==> config.mk <==
export PLATFORM = sky130hd
export DESIGN_NAME = key_debounce_longpress_events_flat
export DESIGN_NICKNAME = d
export VERILOG_FILES = /design/src/sv/kdle_pkg.sv /design/src/sv/kdle_if.sv /design/src/sv/kdle_ram.sv /design/src/sv/key_debounce_longpress_events.sv /design/src/flat_wrapper.sv
export SDC_FILE = /design/constraint.sdc
export NUM_CORES = 1
export LEC_CHECK = 0
export ABC_CLOCK_PERIOD_IN_PS = 14000
export BUFFER_PORTS_ARGS = -buffer_cell sky130_fd_sc_hd__buf_2
export CAP_MARGIN = 20
export CORE_MARGIN = 2
export CORE_UTILIZATION = 35
export DETAILED_ROUTE_END_ITERATION = 10
export PLACE_DENSITY_LB_ADDON = 0.3
export RECOVER_POWER = 25
export SLEW_MARGIN = 20
export SYNTH_ARGS = -nofsm -noshare
export SYNTH_HDL_FRONTEND = slang
export SYNTH_SLANG_ARGS = --single-unit
==> constraint.sdc <==
create_clock -name clk -period 14 [get_ports clk]
set_clock_uncertainty 0.15 [all_clocks]
set_input_delay 3.5 -clock clk [delete_from_list [all_inputs] [get_ports clk]]
set_output_delay 3.5 -clock clk [all_outputs]
set_load 0.005 [all_outputs]
==> src/sv/kdle_pkg.sv <==
// Shared constants, types and helpers for the key debounce and event queue block.
`timescale 1ns / 1ps

package kdle_pkg;

    // Sizing
    localparam int NUM_KEYS    = 5;
    localparam int QUEUE_DEPTH = 16;
    localparam int KEY_AW      = (NUM_KEYS > 1) ? $clog2(NUM_KEYS) : 1;
    localparam int QAW         = $clog2(QUEUE_DEPTH);

    // Field widths
    localparam int TIME_W   = 32;
    localparam int LEVEL_W  = 5;
    localparam int CFG_W    = 16;
    localparam int EV_KEY_W = 3;
    localparam int EV_KND_W = 2;

    // Register reset values
    localparam logic [CFG_W-1:0] DEBOUNCE_RST   = 16'd20;
    localparam logic [CFG_W-1:0] LONG_PRESS_RST = 16'd2000;

    // Register indexes
    typedef enum logic [0:0] {
        REG_DEBOUNCE   = 1'b0,
        REG_LONG_PRESS = 1'b1
    } reg_idx_t;

    // Command codes
    typedef enum logic [0:0] {
        OP_SCAN = 1'b0,
        OP_POP  = 1'b1
    } op_t;

    // Event kinds
    typedef enum logic [EV_KND_W-1:0] {
        KIND_PRESS   = 2'd0,
        KIND_LONG    = 2'd1,
        KIND_RELEASE = 2'd2
    } kind_t;

    // Per-key phase; code 3 is never written
    typedef enum logic [1:0] {
        PH_IDLE     = 2'd0,
        PH_DEBOUNCE = 2'd1,
        PH_PRESSED  = 2'd2
    } phase_t;

    // One key state entry (all zero is the reset value)
    typedef struct packed {
        phase_t              phase;
        logic [TIME_W-1:0]   start;
        logic                long_done;
    } key_entry_t;

    // One queued event
    typedef struct packed {
        logic [EV_KEY_W-1:0] key;
        kind_t               kind;
    } event_rec_t;

    // Advance a ring pointer modulo the queue depth
    function automatic logic [QAW-1:0] qptr_inc(input logic [QAW-1:0] ptr);
        logic [QAW-1:0] res;
        if (ptr == QAW'(QUEUE_DEPTH - 1))
            res = '0;
        else
            res = QAW'(ptr + 1'b1);
        return res;
    endfunction

endpackage

==> src/sv/kdle_if.sv <==
// Valid/ready channel interfaces for commands, events and register writes.
`timescale 1ns / 1ps

interface kdle_cmd_if
    import kdle_pkg::*;
();
    logic               valid;
    logic               ready;
    op_t                op;
    logic [TIME_W-1:0]  time_ms;
    logic [LEVEL_W-1:0] key_levels;

    modport source (output valid, op, time_ms, key_levels, input ready);
    modport sink   (input valid, op, time_ms, key_levels, output ready);
endinterface

interface kdle_evt_if
    import kdle_pkg::*;
();
    logic                valid;
    logic                ready;
    logic                event_valid;
    logic [EV_KEY_W-1:0] event_key;
    logic [EV_KND_W-1:0] event_kind;

    modport source (output valid, event_valid, event_key, event_kind, input ready);
    modport sink   (input valid, event_valid, event_key, event_kind, output ready);
endinterface

interface kdle_cfg_if
    import kdle_pkg::*;
();
    logic             valid;
    logic             ready;
    reg_idx_t         index;
    logic [CFG_W-1:0] data;

    modport source (output valid, index, data, input ready);
    modport sink   (input valid, index, data, output ready);
endinterface

==> src/sv/kdle_ram.sv <==
// Generic single-write, single-read synchronous RAM with registered read data.
`timescale 1ns / 1ps

module kdle_ram #(
    parameter int WIDTH = 8,
    parameter int DEPTH = 16,
    parameter int AW    = (DEPTH > 1) ? $clog2(DEPTH) : 1
) (
    input  logic             clk,
    input  logic             we,
    input  logic [AW-1:0]    waddr,
    input  logic [WIDTH-1:0] wdata,
    input  logic [AW-1:0]    raddr,
    output logic [WIDTH-1:0] rdata
);

    logic [WIDTH-1:0] mem [DEPTH];

    // Write port and registered read port
    always_ff @(posedge clk)
    begin
        if (we)
        begin
            mem[waddr] <= wdata;
        end
        rdata <= mem[raddr];
    end

endmodule

==> src/sv/key_debounce_longpress_events.sv <==
// Top level: per-key debounce and long-press machines feeding an event ring.
//
//  channel | dir | handshake   | payload
//  --------+-----+-------------+------------------------------------------
//  cmd     | in  | valid/ready | op, time_ms, key_levels
//  evt     | out | valid/ready | event_valid, event_key, event_kind
//  cfg     | in  | valid/ready | index (0 debounce, 1 long press), data
//
//  A scan does one key state RAM read/modify/write per cycle, the first read
//  issued in the accept cycle.
//  A pop does one event RAM read, then the output register load.
//  Reset clears key states through per-key valid flops; no clearing pass.
//  cmd is refused while a command is in flight; a pop waits while a previous
//  event still sits unclaimed in the output register. cfg is always ready.
`timescale 1ns / 1ps

module key_debounce_longpress_events
    import kdle_pkg::*;
(
    input  logic        clk,
    input  logic        rst_n,
    kdle_cmd_if.sink    cmd,
    kdle_evt_if.source  evt,
    kdle_cfg_if.sink    cfg
);

    typedef enum logic [1:0] {
        S_IDLE,
        S_SCAN,
        S_POP
    } state_t;

    localparam int KS_W = $bits(key_entry_t);
    localparam int EV_W = $bits(event_rec_t);

    state_t              state_reg;
    logic [KEY_AW-1:0]   key_idx_reg;
    logic [TIME_W-1:0]   time_reg;
    logic [LEVEL_W-1:0]  levels_reg;
    logic [NUM_KEYS-1:0] kvalid_reg;
    logic [QAW-1:0]      rp_reg;
    logic [QAW-1:0]      wp_reg;
    logic                pop_empty_reg;
    logic [CFG_W-1:0]    dbnc_reg;
    logic [CFG_W-1:0]    lp_reg;
    logic                fwd_hit_reg;
    key_entry_t          fwd_data_reg;
    logic                out_valid_reg;
    logic                out_ev_reg;
    logic [EV_KEY_W-1:0] out_key_reg;
    logic [EV_KND_W-1:0] out_kind_reg;

    logic                cmd_fire;
    logic                last_key;
    logic [KEY_AW-1:0]   key_raddr;
    logic [KS_W-1:0]     key_rdata;
    key_entry_t          cur;
    key_entry_t          nxt;
    logic                key_we;
    logic [LEVEL_W-1:0]  lv_shift;
    logic                pressed;
    logic [TIME_W-1:0]   elapsed;
    logic                deb_ok;
    logic                long_ok;
    logic                ev_push;
    kind_t               ev_kind;
    logic [QAW-1:0]      wp_next;
    logic                q_full;
    logic                ev_we;
    event_rec_t          ev_wdata;
    logic [EV_W-1:0]     ev_rdata;
    event_rec_t          ev_rec;
    logic                out_free;

    // Handshakes
    assign cmd.ready = (state_reg == S_IDLE);
    assign cmd_fire  = cmd.valid && cmd.ready;
    assign cfg.ready = 1'b1;
    assign out_free  = !out_valid_reg || evt.ready;

    assign evt.valid       = out_valid_reg;
    assign evt.event_valid = out_ev_reg;
    assign evt.event_key   = out_key_reg;
    assign evt.event_kind  = out_kind_reg;

    // Key state RAM: read next key while the current one is written back
    assign last_key  = (key_idx_reg == KEY_AW'(NUM_KEYS - 1));
    assign key_raddr = (state_reg == S_SCAN && !last_key) ? KEY_AW'(key_idx_reg + 1'b1)
                                                           : '0;
    assign key_we    = (state_reg == S_SCAN);

    kdle_ram #(
        .WIDTH (KS_W),
        .DEPTH (NUM_KEYS)
    ) u_key_ram (
        .clk   (clk),
        .we    (key_we),
        .waddr (key_idx_reg),
        .wdata (nxt),
        .raddr (key_raddr),
        .rdata (key_rdata)
    );

    // Pick the current key state: reset value, forwarded write, or RAM data
    always_comb
    begin
        if (!kvalid_reg[key_idx_reg])
            cur = '0;
        else if (fwd_hit_reg)
            cur = fwd_data_reg;
        else
            cur = key_entry_t'(key_rdata);
    end

    // Level of the current key; keys past the level bits read as pressed
    assign lv_shift = LEVEL_W'(levels_reg >> key_idx_reg);
    assign pressed  = ~lv_shift[0];
    assign elapsed  = time_reg - cur.start;
    assign deb_ok   = (elapsed >= {{(TIME_W-CFG_W){1'b0}}, dbnc_reg});
    assign long_ok  = (elapsed >= {{(TIME_W-CFG_W){1'b0}}, lp_reg});

    // Advance the key machine
    always_comb
    begin
        nxt     = cur;
        ev_push = 1'b0;
        ev_kind = KIND_PRESS;
        case (cur.phase)
            PH_IDLE:
            begin
                if (pressed)
                begin
                    nxt.phase = PH_DEBOUNCE;
                    nxt.start = time_reg;
                end
            end
            PH_DEBOUNCE:
            begin
                if (!pressed)
                begin
                    nxt.phase = PH_IDLE;
                end
                else if (deb_ok)
                begin
                    nxt.phase     = PH_PRESSED;
                    nxt.start     = time_reg;
                    nxt.long_done = 1'b0;
                    ev_push       = 1'b1;
                    ev_kind       = KIND_PRESS;
                end
            end
            PH_PRESSED:
            begin
                if (!pressed)
                begin
                    nxt.phase = PH_IDLE;
                    ev_push   = 1'b1;
                    ev_kind   = KIND_RELEASE;
                end
                else if (!cur.long_done && long_ok)
                begin
                    nxt.long_done = 1'b1;
                    ev_push       = 1'b1;
                    ev_kind       = KIND_LONG;
                end
            end
            default:
            begin
                nxt.phase = PH_IDLE;
            end
        endcase
    end

    // Event ring: drop when full
    assign wp_next       = qptr_inc(wp_reg);
    assign q_full        = (wp_next == rp_reg);
    assign ev_we         = key_we && ev_push && !q_full;
    assign ev_wdata.key  = EV_KEY_W'(key_idx_reg);
    assign ev_wdata.kind = ev_kind;

    kdle_ram #(
        .WIDTH (EV_W),
        .DEPTH (QUEUE_DEPTH)
    ) u_evt_ram (
        .clk   (clk),
        .we    (ev_we),
        .waddr (wp_reg),
        .wdata (ev_wdata),
        .raddr (rp_reg),
        .rdata (ev_rdata)
    );

    assign ev_rec = event_rec_t'(ev_rdata);

    // Hold scan operands and the forwarding copy of the last write
    always_ff @(posedge clk)
    begin
        if (cmd_fire)
        begin
            time_reg   <= cmd.time_ms;
            levels_reg <= cmd.key_levels;
        end
        fwd_data_reg <= nxt;
    end

    // Control state, registers and the output register
    always_ff @(posedge clk or negedge rst_n)
    begin
        if (!rst_n)
        begin
            state_reg     <= S_IDLE;
            key_idx_reg   <= '0;
            kvalid_reg    <= '0;
            rp_reg        <= '0;
            wp_reg        <= '0;
            pop_empty_reg <= 1'b0;
            dbnc_reg      <= DEBOUNCE_RST;
            lp_reg        <= LONG_PRESS_RST;
            fwd_hit_reg   <= 1'b0;
            out_valid_reg <= 1'b0;
            out_ev_reg    <= 1'b0;
            out_key_reg   <= '0;
            out_kind_reg  <= '0;
        end
        else
        begin
            fwd_hit_reg <= key_we && (key_idx_reg == key_raddr);

            // Register writes; unknown indexes never occur with a one-bit index
            if (cfg.valid && cfg.ready)
            begin
                case (cfg.index)
                    REG_DEBOUNCE:   dbnc_reg <= cfg.data;
                    REG_LONG_PRESS: lp_reg   <= cfg.data;
                    default:        dbnc_reg <= dbnc_reg;
                endcase
            end

            // Drop a taken event unless a pop reloads the output register
            if (out_valid_reg && evt.ready && state_reg != S_POP)
                out_valid_reg <= 1'b0;

            case (state_reg)
                S_IDLE:
                begin
                    if (cmd_fire)
                    begin
                        key_idx_reg   <= '0;
                        pop_empty_reg <= (rp_reg == wp_reg);
                        if (cmd.op == OP_POP)
                            state_reg <= S_POP;
                        else
                            state_reg <= S_SCAN;
                    end
                end
                S_SCAN:
                begin
                    kvalid_reg[key_idx_reg] <= 1'b1;
                    if (ev_we)
                        wp_reg <= wp_next;
                    if (last_key)
                        state_reg <= S_IDLE;
                    else
                        key_idx_reg <= KEY_AW'(key_idx_reg + 1'b1);
                end
                S_POP:
                begin
                    if (out_free)
                    begin
                        out_valid_reg <= 1'b1;
                        if (pop_empty_reg)
                        begin
                            out_ev_reg   <= 1'b0;
                            out_key_reg  <= '0;
                            out_kind_reg <= '0;
                        end
                        else
                        begin
                            out_ev_reg   <= 1'b1;
                            out_key_reg  <= ev_rec.key;
                            out_kind_reg <= ev_rec.kind;
                            rp_reg       <= qptr_inc(rp_reg);
                        end
                        state_reg <= S_IDLE;
                    end
                    else if (out_valid_reg && evt.ready)
                    begin
                        out_valid_reg <= 1'b0;
                    end
                end
                default:
                begin
                    state_reg <= S_IDLE;
                end
            endcase
        end
    end

endmodule

==> src/flat_wrapper.sv <==
// flat-port wrapper written by rule: the top's interface ports become plain ports
module key_debounce_longpress_events_flat import kdle_pkg::*;
  (clk, rst_n, cmd_valid, cmd_op, cmd_time_ms, cmd_key_levels, cmd_ready, evt_valid, evt_event_valid, evt_event_key, evt_event_kind, evt_ready, cfg_valid, cfg_index, cfg_data, cfg_ready);
  kdle_cmd_if cmd_i ();
  kdle_evt_if evt_i ();
  kdle_cfg_if cfg_i ();
  input  logic clk;
  input  logic rst_n;
  input wire logic [$bits(cmd_i.valid)-1:0] cmd_valid;
  input wire logic [$bits(cmd_i.op)-1:0] cmd_op;
  input wire logic [$bits(cmd_i.time_ms)-1:0] cmd_time_ms;
  input wire logic [$bits(cmd_i.key_levels)-1:0] cmd_key_levels;
  output wire logic [$bits(cmd_i.ready)-1:0] cmd_ready;
  output wire logic [$bits(evt_i.valid)-1:0] evt_valid;
  output wire logic [$bits(evt_i.event_valid)-1:0] evt_event_valid;
  output wire logic [$bits(evt_i.event_key)-1:0] evt_event_key;
  output wire logic [$bits(evt_i.event_kind)-1:0] evt_event_kind;
  input wire logic [$bits(evt_i.ready)-1:0] evt_ready;
  input wire logic [$bits(cfg_i.valid)-1:0] cfg_valid;
  input wire logic [$bits(cfg_i.index)-1:0] cfg_index;
  input wire logic [$bits(cfg_i.data)-1:0] cfg_data;
  output wire logic [$bits(cfg_i.ready)-1:0] cfg_ready;
  assign cmd_i.valid = cmd_valid;
  assign cmd_i.op = cmd_op;
  assign cmd_i.time_ms = cmd_time_ms;
  assign cmd_i.key_levels = cmd_key_levels;
  assign cmd_ready = cmd_i.ready;
  assign evt_valid = evt_i.valid;
  assign evt_event_valid = evt_i.event_valid;
  assign evt_event_key = evt_i.event_key;
  assign evt_event_kind = evt_i.event_kind;
  assign evt_i.ready = evt_ready;
  assign cfg_i.valid = cfg_valid;
  assign cfg_i.index = cfg_index;
  assign cfg_i.data = cfg_data;
  assign cfg_ready = cfg_i.ready;
  key_debounce_longpress_events u_core (.clk(clk), .rst_n(rst_n), .cmd(cmd_i), .evt(evt_i), .cfg(cfg_i));
endmodule
## Word-level counts from Yosys, hierarchy flattened

Memory sizes are Yosys's and may differ from the RTL's. A register that Yosys moved wholly into a read port is not among the register bits.
Index checks and enable logic that the tools add are counted.

- Memories kept: 2
- Output and inout bits: 9
- Bits in read-only memories: 0
- Logic and storage cells: 118
- Bits of input ports: 60
- Bits in writable memories: 255
- Bits in latches: 0
- Flip-flop bits (word level): 131

Memories:

| memory | depth | bits a word | rd ports | clocked after Yosys merged registers in | write ports | line | source |
|---|---|---|---|---|---|---|---|
| u_core.u_key_ram.mem | 5 | 35 | 1 | 1 | 1 | kdle_ram.sv:17 | `logic [WIDTH-1:0] mem [DEPTH];` |
| u_core.u_evt_ram.mem | 16 | 5 | 1 | 1 | 1 | kdle_ram.sv:17 |  |

- Shift-type cells: 1
- Multiply operators: 0
- Add/sub/neg operators: 4
- Reduce and logical (&&, ||, !) cells: 25
- Divide/modulo/power cells: 0
- Equality and inequality tests: 15
- $lt $le $gt $ge: 4
- Bitwise logic cells: 3
- Multiplexer cells: 46

Operator list:

| operator | count |
|---|---|
| 35-bit 2-to-1 mux | 3 |
| 32-bit by 16-bit greater-or-equal comparator with 1-bit output | 2 |
| 32-bit case mux with 2 select lines | 1 |
| 34-bit 2-to-1 mux | 1 |
| 33-bit 2-to-1 mux | 1 |
| 32-bit subtractor | 1 |
| 1-bit 2-to-1 mux | 18 |
| 2-bit 2-to-1 mux | 9 |
| 3-bit 2-to-1 mux | 4 |
| 2-bit case mux with 3 select lines | 2 |
| 2-bit AND reduction | 5 |
| 1-bit logical AND | 9 |
| 3-bit AND reduction | 3 |
| 4-bit by 1-bit adder with 4-bit output (second input constant) | 2 |
| 4-bit == test | 2 |
| 4-bit == test (second input constant) | 2 |
| 4-bit 2-to-1 mux | 2 |
| 2-bit inequality test (second input constant) | 3 |
| 3-bit case mux with 2 select lines | 1 |
| 5-bit OR | 1 |
| 5-bit by 3-bit >> shifter with 1-bit output | 1 |
| 2-bit by 1-bit == test with 1-bit output (second input constant) | 2 |
| 2-bit == test (second input constant) | 2 |
| 1-bit logical NOT | 4 |
| other kinds (13) | 17 |

## Depth between registers and ports, before layout

- Depth after elaboration: 13
- Gate-level depth with buffers: 27
- Gate-level depth less buffers: 23

## Modules after synthesis

A second synthesis with hierarchy kept.

- Cells, all modules: 1,559
- Area total of the unflattened synthesis: 20,039.2 um^2

By module, submodules not included:

| module | area an instance (um^2) | sequential area each (um^2) | cells each | times used |
|---|---|---|---|---|
| key_debounce_longpress_events | 9,009.9 | 3,298.2 | 988 | 1 |
| kdle_ram (u_core.u_key_ram) | 7,816.2 | 5,955.7 | 416 | 1 |
| kdle_ram (u_core.u_evt_ram) | 3,213.1 | 2,502.4 | 155 | 1 |

## Least setup slack after synthesis

No wires, ideal clock.

- Kind: register to register
- Start: reg u_core.key_idx_reg[0]
- End: mem u_core.u_evt_ram.mem[12][0] (netlist name), enable pin
- Stages on the path, launching flop included: 28
- Library setup time: 0.263 ns
- Data arrival time: 5.572 ns
- Slack: 8.015 ns
- Buffers on the path: 4
- Data required time: 13.587 ns
- Path through: dfrtp_1 > buf_4 > mux2i_1 > nor2_1 > o31a_1 > clkbuf_1 > clkbuf_1 > nand2_1 > inv_1 > fa_1 > nand2b_1 > a21o_1 > nand2_1 > nor2_1 > o31ai_1 > xor2_1 > ha_1 > a21o_1 > a21o_1 > a21o_1 > a2111oi_0 > o211a_1 > o2111ai_1 > nor4_4 > nor3b_2 > o21ba_4 > buf_6 > and3_1

- Word-level cells in the longest chain between the ends: 13

RTL lines:

| element | line | source |
|---|---|---|
| start: declaration | key_debounce_longpress_events.sv:37 | `logic [KEY_AW-1:0] key_idx_reg;` |
| start signal: assignment | key_debounce_longpress_events.sv:264 | `key_idx_reg <= KEY_AW'(key_idx_reg + 1'b1);` |
| 1-bit binary-select mux with 3-bit select | key_debounce_longpress_events.sv:107 | `if (!kvalid_reg[key_idx_reg])` |
| 1-bit 2-to-1 mux (implied by the code) | key_debounce_longpress_events.sv:107 |  |
| 35-bit 2-to-1 mux | key_debounce_longpress_events.sv:107 |  |
| 32-bit subtractor | key_debounce_longpress_events.sv:118 | `assign elapsed = time_reg - cur.start;` |
| 32-bit by 16-bit greater-or-equal comparator with 1-bit output | key_debounce_longpress_events.sv:120 | `assign long_ok = (elapsed >= {{(TIME_W-CFG_W){1'b0}}, lp_reg});` |
| 1-bit logical AND | key_debounce_longpress_events.sv:160 | `else if (!cur.long_done && long_ok)` |
| 1-bit 2-to-1 mux | key_debounce_longpress_events.sv:160 |  |
| 1-bit 2-to-1 mux | key_debounce_longpress_events.sv:154 | `if (!pressed)` |
| 1-bit case mux with 2 select lines (*) | key_debounce_longpress_events.sv:128 | `case (cur.phase)` |
| 1-bit logical AND (*) (2 in a row) | key_debounce_longpress_events.sv:177 | `assign ev_we = key_we && ev_push && !q_full;` |
| 1-bit 2-to-1 mux (*) | kdle_ram.sv:22 | `if (we)` |
| 1-bit 2-to-1 mux (implied by the code) (*) | kdle_ram.sv:24 | `mem[waddr] <= wdata;` |
| end: declaration | kdle_ram.sv:17 |  |

Every way passes the cells marked *; elsewhere a longest branch is shown, timed or not. The select of a mux whose other input is x is not followed.

==> summary.txt <==
Switching Share = 38.6%
row count = 85
Total Routing Usage GR = 16.2%
PnR worst setup slack = 6520 ps
syn_nets = 1690
synthesized area per cell = 12.3 um2
Gate Count Post-Synth = 1553
largest registers = u_core.u_key_ram.mem x175, u_core.u_evt_ram.mem x80
placed cell area = 0.0202 mm2
htree depth = 2
vias = 12200
Reg power frac = 35.1%
Rel. slew slack = -94.2%
setup repair after global routing missed its margin = false
maximum VDD drop = 0.000137 V
Starting DRT DRC Count = 958
Post-CTS Resized = 0
PortBufs = 67
Post-synth top flop = edfxtp_1
CP Launch Type = flop
Final Cycle Share = 53.4%
Pins Over Slew Limit = 185
setup TNS = 0 ps
clock sink total = 426
Starting Density = 35.5%
final setup vio count = 0
main combinational cell family by area after synthesis = compound AO/OA/AOI/OAI gates
post-synthesis adder-cell area fraction = 5.07%
slowest cell on the critical path = dfrtp_1
cts bufs inserted = 46
Post-Synth Simple-Gate Area = 10.0%
I/O pins = 69
Reg clk slew, reported paths = 60 ps
chip width = 238 um
chip height = 238 um
most numerous cell on the critical path = nand2_1
Setup crit end kind = flop
Compound-Gate Fraction of Synth Area = 11.0%
Crit path arrival time = 7720 ps
Synth Area in XOR/XNOR = 1.65%
RePlAce Congestion = 0.853
DR DRC count = 0
Overflow after GRT = 0
largest net degree at the start of global routing = 71
min Tclk post-route = 7480 ps
number of flip-flops in the largest register = 175
Seq/Total Area, Yosys = 61.3%
Final ANT Viol Nets = 0
DIE AREA = 0.0566 mm2
asr flop ratio synth = 13.8%
register bit total from synthesis = 426
final WL = 45500 um
nets = 1743
core footprint = 0.0540 mm2
P_sw = 0.00226 W
number of max-cap violations = 5
Antenna diodes = 0
peak fanout along the critical path = 56
Synth cell types = 72
Max Fclk = 134 MHz
commonest non-fill, non-tap cell in the layout = edfxtp_1
worst skew pair latency = 600 ps
P&R area growth vs syn = 13.4%
Largest Register = u_core.u_key_ram.mem
leakage = 8.15 nW
number of global-route vias before repair = 12300
Worst-Margin Slew = 2910 ps
HP Class = flop to flop
YS warnings = 0
mux contribution to synthesized area = 8.06%
EDFF count, synth = 292
first-pass GRT wire length = 71100 um
Bufs and invs on worst path = 1
initial antenna violation count = 0
most frequent cells in the layout = 292 x edfxtp_1, 216 x nand2_1, 139 x o21ai_0, 87 x mux2_2
Root Driver = clkbuf_16
synthesized area = 0.0192 mm2
Power Internal = 0.00360 W
outcome = complete, but fails checks
CTS tree = yes
wire per inst = 19.4 um
Place WS = 6570 ps
Logic pwr share = 44.4%
pwr dens = 270 mW/mm2
post-detail-place hpwl = 28700 um
buffers inserted by post-CTS timing repair = 0
power share of the clock group = 20.5%
cell family with most CP delay = compound AO/OA/AOI/OAI gates
violated checks = max-capacitance violations, max-slew violations
Slowest Stage Delay on Critical Path = 900 ps
Fin. Hold Viols = 0
CP Class = flop to flop
Bufs on Longest Clock Path = 3
share of layout cells above drive strength 1 = 16.9%
DR pass1 iterations = 5
routed vias/inst = 5.20
Data required, critical path = 14240 ps
critical path cell sequence = mux2i_1 -> o21ai_0 -> o31a_2 -> buf_4 -> nand2_1 -> ha_1 -> a21oi_1 -> nand2_1 -> o21ai_0 -> nand2b_1 -> xor2_1 -> ha_1 -> a21o_1 -> a21o_1 -> a2111oi_0 -> o211a_1 -> o2111ai_1 -> nor4_4 -> nand2_1 -> nand2_2 -> a32o_1
fin area = 0.0217 mm2
Hold Buf Count CTS = 0
## kinds of logic after synthesis
family,Yosys count
AOI/OAI and AO/OA,330
xor gates and xnor gates,36
other,2
and+or+nand+nor,416
buffers and inverters,136
adders and majority gates,77
DFF,426
muxes,130
## synth_stat cells (all sizes together) (31+ instances only)
| master | instances | area, um2 |
|---|---|---|
| nand2 | 217 | 815 |
| dfxtp | 75 | 1500 |
| mux2i | 31 | 310 |
| edfxtp | 292 | 8770 |
| ha | 76 | 951 |
| dfrtp | 51 | 1280 |
| inv | 56 | 210 |
| nand3 | 49 | 245 |
| a21oi | 59 | 295 |
| clkbuf | 64 | 240 |
| nor2 | 44 | 165 |
| mux2 | 89 | 1010 |
| o21ai | 141 | 706 |
## layout make-up
type                            count  area, um2
Inverter                           56        210
Tap cell                          696        871
Fill cell                        5102      32300
Timing Repair Buffer               85        452
Clock inverter                     22        229
Clock buffer                       64       1290
Sequential cell                   426      11800
Multi-Input combinational cell    991       6920
## worst paths after layout
kind | start | endpoint | slack [ps] | cells past startpoint
min in group asynchronous | rst_n | u_core.dbnc_reg[1] | 2920 | 2
hold reg to reg | u_core.u_key_ram.mem[4][11] | u_core.u_key_ram.rdata[11] | 290 | 2
max in group asynchronous | rst_n | u_core.fwd_hit_reg | 10220 | 2
hold / removal | u_core.u_key_ram.mem[4][11] | u_core.u_key_ram.rdata[11] | 290 | 2
setup / recovery | u_core.key_idx_reg[0] | u_core.u_key_ram.mem[3][14] | 6520 | 21
setup reg to reg | u_core.key_idx_reg[0] | u_core.u_key_ram.mem[3][14] | 6520 | 21
## tightest hold or removal path: cells and delay by family, from the launching register on
kind / cells / cell delay (ps)
flip-flops: 1 / 320
AND/OR/NAND/NOR: 1 / 40
AO/OA/AOI/OAI: 1 / 60
## power groups by stage
stage | sequential [W] | combinational (W) | clock, W
after floorplan | 0.00200 | 0.00194 | 0
after global placement | 0.00207 | 0.00256 | 0
after detailed placement | 0.00207 | 0.00261 | 0
after CTS | 0.00205 | 0.00262 | 0.00124
after global routing | 0.00209 | 0.00292 | 0.00129
final | 0.00206 | 0.00260 | 0.00120
## stage by stage
stage / hold slack (ps) / util [%] / total power, W / cells
after global routing: 324 / 40.2 / 0.00630 / 2340
final: 289 / 40.2 / 0.00587 / 2340
after global placement: 276 / 37.5 / 0.00462 / 2254
after detailed placement: 280 / 37.5 / 0.00468 / 2254
after CTS: 285 / 40.3 / 0.00591 / 2340
after floorplan: 268 / - / 0.00393 / 1553
## metal layers
layer | wire length [um] | GRT usage, % | vias up
met3 | 1860 | 2.22 | 60
met2 | 21400 | 27.0 | 263
li1 | - | - | 5851
met5 | 0 | 0 | -
met4 | 927 | 4.66 | 0
met1 | 21300 | 22.1 | 6000
(Power assumes the default switching activity.)
